### src/hdl/lsrw_pkg.sv
package lsrw_pkg;

    localparam int MaxOrder = 16;
    localparam int IdxW     = 4;
    localparam int AddrW    = 3 * IdxW;
    localparam int CubeDepth = MaxOrder * MaxOrder * MaxOrder;

    localparam logic [1:0] OP_MOVE    = 2'd0;
    localparam logic [1:0] OP_READ    = 2'd1;
    localparam logic [1:0] OP_RESTART = 2'd2;

    localparam logic [1:0] ST_MOVED   = 2'd0;
    localparam logic [1:0] ST_REJECT  = 2'd1;
    localparam logic [1:0] ST_READ    = 2'd2;
    localparam logic [1:0] ST_RESTART = 2'd3;

    localparam logic [1:0] CELL_ZERO = 2'b00;
    localparam logic [1:0] CELL_ONE  = 2'b01;
    localparam logic [1:0] CELL_NEG  = 2'b11;

    localparam logic [1:0] AX_L = 2'd0;
    localparam logic [1:0] AX_C = 2'd1;
    localparam logic [1:0] AX_R = 2'd2;

    localparam logic [2:0] WS_Z   = 3'd0;
    localparam logic [2:0] WS_L   = 3'd1;
    localparam logic [2:0] WS_C   = 3'd2;
    localparam logic [2:0] WS_R   = 3'd3;
    localparam logic [2:0] WS_CL  = 3'd4;
    localparam logic [2:0] WS_RL  = 3'd5;
    localparam logic [2:0] WS_RC  = 3'd6;
    localparam logic [2:0] WS_OPP = 3'd7;

    localparam logic [4:0] CFG_SIZE_RESET = 5'd16;

    typedef struct packed {
        logic       load;
        logic       clr_start;
        logic       clr_en;
        logic       rd_en;
        logic       rd_focus;
        logic       rd_opp;
        logic       scan_start;
        logic       scan_en;
        logic [1:0] axis;
        logic       wr_en;
        logic [2:0] wsel;
        logic       fin_move;
        logic       restart_state;
    } lsrw_cmd_t;

    typedef struct packed {
        logic       clr_done;
        logic       scan_last;
        logic       cand_ok;
        logic       found_all;
        logic       improper;
        logic [1:0] op;
    } lsrw_stat_t;

endpackage

### src/hdl/lsrw_ctrl.sv
module lsrw_ctrl (
    input  logic                  clk,
    input  logic                  rst_n,
    input  logic                  in_valid,
    output logic                  in_ready,
    output logic                  out_valid,
    input  logic                  out_ready,
    output logic [1:0]            status,
    output lsrw_pkg::lsrw_cmd_t   cmd,
    input  lsrw_pkg::lsrw_stat_t  stat
);

    localparam logic [3:0] S_CLEAR = 4'd0;
    localparam logic [3:0] S_IDLE  = 4'd1;
    localparam logic [3:0] S_DEC   = 4'd2;
    localparam logic [3:0] S_CHK   = 4'd3;
    localparam logic [3:0] S_SCAN  = 4'd4;
    localparam logic [3:0] S_DRAIN = 4'd5;
    localparam logic [3:0] S_OPPRD = 4'd6;
    localparam logic [3:0] S_OPPW  = 4'd7;
    localparam logic [3:0] S_WR    = 4'd8;
    localparam logic [3:0] S_OUT   = 4'd9;
    localparam logic [3:0] S_FOC   = 4'd10;
    localparam logic [3:0] S_FIN   = 4'd11;

    logic [3:0] state_reg, state_next;
    logic [1:0] axis_reg, axis_next;
    logic [2:0] ws_reg, ws_next;
    logic [1:0] status_reg, status_next;

    always_comb
    begin
        cmd         = '0;
        cmd.axis    = axis_reg;
        cmd.wsel    = ws_reg;
        state_next  = state_reg;
        axis_next   = axis_reg;
        ws_next     = ws_reg;
        status_next = status_reg;
        in_ready    = 1'b0;
        out_valid   = 1'b0;
        unique case (state_reg)
            S_CLEAR:
            begin
                cmd.clr_en = 1'b1;
                if (stat.clr_done)
                    state_next = (status_reg == lsrw_pkg::ST_RESTART) ? S_OUT : S_IDLE;
            end
            S_IDLE:
            begin
                in_ready = 1'b1;
                if (in_valid)
                begin
                    cmd.load   = 1'b1;
                    state_next = S_DEC;
                end
            end
            S_DEC:
            begin
                axis_next = lsrw_pkg::AX_L;
                unique case (stat.op)
                    lsrw_pkg::OP_MOVE:
                    begin
                        cmd.rd_en    = 1'b1;
                        cmd.rd_focus = 1'b1;
                        state_next   = S_FOC;
                    end
                    lsrw_pkg::OP_READ:
                    begin
                        status_next = lsrw_pkg::ST_READ;
                        state_next  = S_CHK;
                    end
                    lsrw_pkg::OP_RESTART:
                    begin
                        status_next   = lsrw_pkg::ST_RESTART;
                        cmd.clr_start = 1'b1;
                        cmd.restart_state = 1'b1;
                        state_next    = S_CLEAR;
                    end
                    default:
                    begin
                        status_next = lsrw_pkg::ST_REJECT;
                        state_next  = S_OUT;
                    end
                endcase
            end
            S_FOC:
                state_next = S_CHK;
            S_CHK:
            begin
                if (!stat.cand_ok && stat.op == lsrw_pkg::OP_MOVE)
                begin
                    status_next = lsrw_pkg::ST_REJECT;
                    state_next  = S_OUT;
                end
                else if (stat.op == lsrw_pkg::OP_READ && !stat.cand_ok)
                    state_next = S_OUT;
                else
                begin
                    cmd.scan_start = 1'b1;
                    state_next     = S_SCAN;
                end
            end
            S_SCAN:
            begin
                cmd.scan_en = 1'b1;
                cmd.rd_en   = 1'b1;
                if (stat.scan_last)
                    state_next = S_DRAIN;
            end
            S_DRAIN:
            begin
                if (stat.op == lsrw_pkg::OP_READ)
                    state_next = S_OUT;
                else if (axis_reg != lsrw_pkg::AX_R)
                begin
                    axis_next  = axis_reg + 2'd1;
                    cmd.axis   = axis_reg + 2'd1;
                    cmd.scan_start = 1'b1;
                    state_next = S_SCAN;
                end
                else
                    state_next = S_FIN;
            end
            S_FIN:
            begin
                if (!stat.found_all)
                begin
                    status_next = lsrw_pkg::ST_REJECT;
                    state_next  = S_OUT;
                end
                else
                begin
                    cmd.rd_en  = 1'b1;
                    cmd.rd_opp = 1'b1;
                    state_next = S_OPPRD;
                end
            end
            S_OPPRD:
                state_next = S_OPPW;
            S_OPPW:
            begin
                ws_next    = lsrw_pkg::WS_Z;
                state_next = S_WR;
            end
            S_WR:
            begin
                cmd.wr_en = 1'b1;
                ws_next   = ws_reg + 3'd1;
                if (ws_reg == lsrw_pkg::WS_OPP)
                begin
                    cmd.fin_move = 1'b1;
                    status_next  = lsrw_pkg::ST_MOVED;
                    state_next   = S_OUT;
                end
            end
            S_OUT:
            begin
                out_valid = 1'b1;
                if (out_ready)
                    state_next = S_IDLE;
            end
            default:
                state_next = S_IDLE;
        endcase
    end

    always_ff @(posedge clk or negedge rst_n)
    begin
        if (!rst_n)
        begin
            state_reg  <= S_CLEAR;
            axis_reg   <= '0;
            ws_reg     <= '0;
            status_reg <= lsrw_pkg::ST_MOVED;
        end
        else
        begin
            state_reg  <= state_next;
            axis_reg   <= axis_next;
            ws_reg     <= ws_next;
            status_reg <= status_next;
        end
    end

    assign status = status_reg;

endmodule

### config.mk
export PLATFORM = sky130hd
export DESIGN_NAME = lsrw_ctrl
export DESIGN_NICKNAME = d
export VERILOG_FILES = /design/src/hdl/lsrw_pkg.sv /design/src/hdl/lsrw_ctrl.sv
export SDC_FILE = /design/constraint.sdc
export NUM_CORES = 1
export LEC_CHECK = 0
export BUFFER_PORTS_ARGS = -buffer_cell sky130_fd_sc_hd__buf_2
export CORE_MARGIN = 4
export CORE_UTILIZATION = 30
export DETAILED_ROUTE_END_ITERATION = 7
export GPL_TIMING_DRIVEN = 0
export HOLD_SLACK_MARGIN = 0.15
export SYNTH_ARGS = -nofsm -noshare
export SYNTH_HDL_FRONTEND = slang
export SYNTH_SLANG_ARGS = --single-unit
### constraint.sdc
create_clock -name clk -period 1.6 [get_ports clk]
set_input_delay 0.08 -clock clk [delete_from_list [all_inputs] [get_ports clk]]
set_output_delay 0.08 -clock clk [all_outputs]
set_load 0.03 [all_outputs]
==> flow_summary.yaml <==
global_routing:
  grt_first_pass_wirelength_um: 5420
  grtUsageTotal_pct: 15.7
  grt_overflow_total: 0
  via_count_of_the_first_global_routing_pass: 1176
  initial_antenna_violation_count: 0
  maximum_number_of_pins_on_one_net_before_global_route_repair: 12
sta:
  min_period_over_period_pct: 114
  fin_hold_ws_ps: 208
  relSlewSlack_pct: 68.3
  totalNegativeSetupSlack_ps: -2220
  timing_worst_slew_pin_value_ps: 475
  rsz_0062_raised_after_global_routing: "true"
  finalMaxSlewViolations: 0
  finalCriticalPeriod_ps: 1820
  setup_viol: 16
  hold_violations: 0
  setup_ws_ps: -221
  clock_skew_ps: 1.17
  fmax_ghz: 0.549
floorplanning:
  die-height_um: 67.3
  floorplan.initialDensity_pct: 31.3
  floorplan.rows: 21
  io_pins: 31
  core_area_um2: 3360
  die_width_um: 67.3
  dieArea_um2: 4520
drt:
  avgViaCountPerCell: 5.13
  detailedRoute.firstIterationViolations: 47
  wl_per_cell_um: 15.0
  drtPass1Iterations: 4
  drc_errors: 0
  num_vias: 1174
  drt-total-wl_um: 3440
  ant_nets: 0
finish:
  num-fill-cells: 317
  layout-area-overhead-vs-synth_pct: 67.0
  largest_register_ffs: 4
  insertedDiodeCount: 0
  final_layout_size_suffix_gt1_share_pct: 55.2
  finish.net_count: 203
critical_path:
  rrSetupSlack_ps: -220
  crit_required_ps: 1760
  crit_fanout: 4
  worstSetupStartpointType: "register"
  worstSetupEndpointType: "register"
  timing_worst_setup_path_type: "register to register"
  timing.critical_path.arrival_ps: 1990
yosys:
  synth.yosys.seq_area_share_pct: 26.1
  postSynth.topFlopCell: "dfrtp_1"
  synth.net_count: 146
  synth_top_cell_area_share_pct: 26.1
  post_synth_main_area_contributors: "dfrtp_1 (26%), ha_1 (9.5%), o21ai_0 (4.8%), inv_1 (3.9%), nor2_1 (3.9%)"
  async_reset_ff_share_pct: 100
  synth_largest_area_cell: "dfrtp_1"
  synthesis.yosys.warnings: 0
  synth_top_cells_by_count: "dfrtp_1 (11), inv_1 (11), nor2_1 (11), o21ai_0 (10)"
  syn_area_um2: 1050
  synth_cell_type_count: 43
  post_synth_inst_count: 127
  synth.ff_latch_count: 11
  synth_enable_flop_cells: 0
  post_synth.cell_area_avg_um2: 8.30
power_and_ir_drop:
  power-per-cell-area_nw_per_um2: 1910
  total_leakage_power_nw: 0.812
  ir_drop_v: 0.000786
  post-layout-total-power_w: 0.00335
clock_tree:
  numCtsBuffers: 3
  clk_transition_reported_paths_ps: 70
  cts_max_path_buffers: 2
  clockRootBuffer: "clkbuf_4"
  clock_sink_count: 11
  clock_latency_ps: 270
  clock_tree.htree_level_count: 1
  cts_tree: "done"
outcome:
  violations_in_the_final_reports: "setup timing"
  run_status: "finished, violations left"
place:
  dpl_worst_slack_ps: -173
  gp_routability_congestion: 0.863
  dp_hpwl_um: 2300
  place.port_buffers: 29
flow_run:
  max_cap_violations: 0
hold_path:
  worstHoldPathType: "primary input to async pin"
metal layers:
metal  global-route usage, %  share of wire (%)  vias up  wire length (um)
li1                        -                  -      558                 -
met1                    19.2                 42      567              1430
met2                    27.4                 52       41              1780
met3                    4.49                5.7        8               196
met4                    3.29                1.1        0                38
met5                       0                  0        -                 0
critical path: stages, from the launching register on:
cell	delay [ps]
dfrtp_2	440
nand2b_4	150
buf_4	160
a2111oi_2	500
nor3_2	150
mux2_4	320
layout make-up:
type / count / area [um^2] / share of cell area (%)
buffer: 7 / 72.6 / 4.13
clock buffer: 4 / 26.3 / 1.49
inverter: 11 / 47.5 / 2.70
multi-input combinational: 97 / 855 / 48.6
sequential: 11 / 282 / 16.0
tap: 46 / 57.6 / 3.27
timing repair buffer: 53 / 419 / 23.8
power breakdown:
group / switching, W / internal (W)
combinational: 0.00133 / 0.00126
sequential: 0.000152 / 0.000415
clock: 0.000102 / 0.0000968
placed cells by master (no fill, tap or decap), types with 6 or more instances in the layout:
| cell | instances |
|---|---|
| inv_1 | 8 |
| a21oi_1 | 8 |
| buf_6 | 17 |
| buf_2 | 17 |
| ha_1 | 6 |
| dfrtp_1 | 6 |
| o21ai_0 | 8 |
| nor2_1 | 9 |
| buf_4 | 20 |
cells by family (layout without fill, tap and decap cells):
group	count (synthesis)	count (layout)	share of synthesized area, %
fa+ha+maj	8	8	9.50
simple gates	53	53	29.3
compound gates	31	31	21.3
buf+inv	19	75	8.67
mux	5	5	5.11
flops	11	11	26.1
timing repair:
action / CTS / global route
endpoints found under the hold margin: 12 / 0
hold buffers: 2 / 0
setup buffers: 13 / 9
cloned: 0 / 0
pin swaps: 8 / 8
resized for setup: 46 / 22
setup endpoints to repair: 23 / 20
stage by stage:
step	std cells	utilization, %	area (um^2)
finish	229	52.3	1760
global placement	202	40.7	1370
global route	229	52.3	1760
CTS	221	48.7	1640
floorplan	127	-	1170
detailed placement	202	40.7	1370
path summary, 6_finish.rpt:
path / startpoint / to / cells past startpoint
hold reg to reg: ws_reg[0] / ws_reg[0] / 1
hold / removal: rst_n / status[1] / 2
setup / recovery: state_reg[1] / state_reg[3] / 5
max in group asynchronous: rst_n / state_reg[1] / 2
min in group clk: stat[5] / state_reg[1] / 5
setup reg to reg: state_reg[1] / state_reg[3] / 5
(Power assumes the default switching activity.)
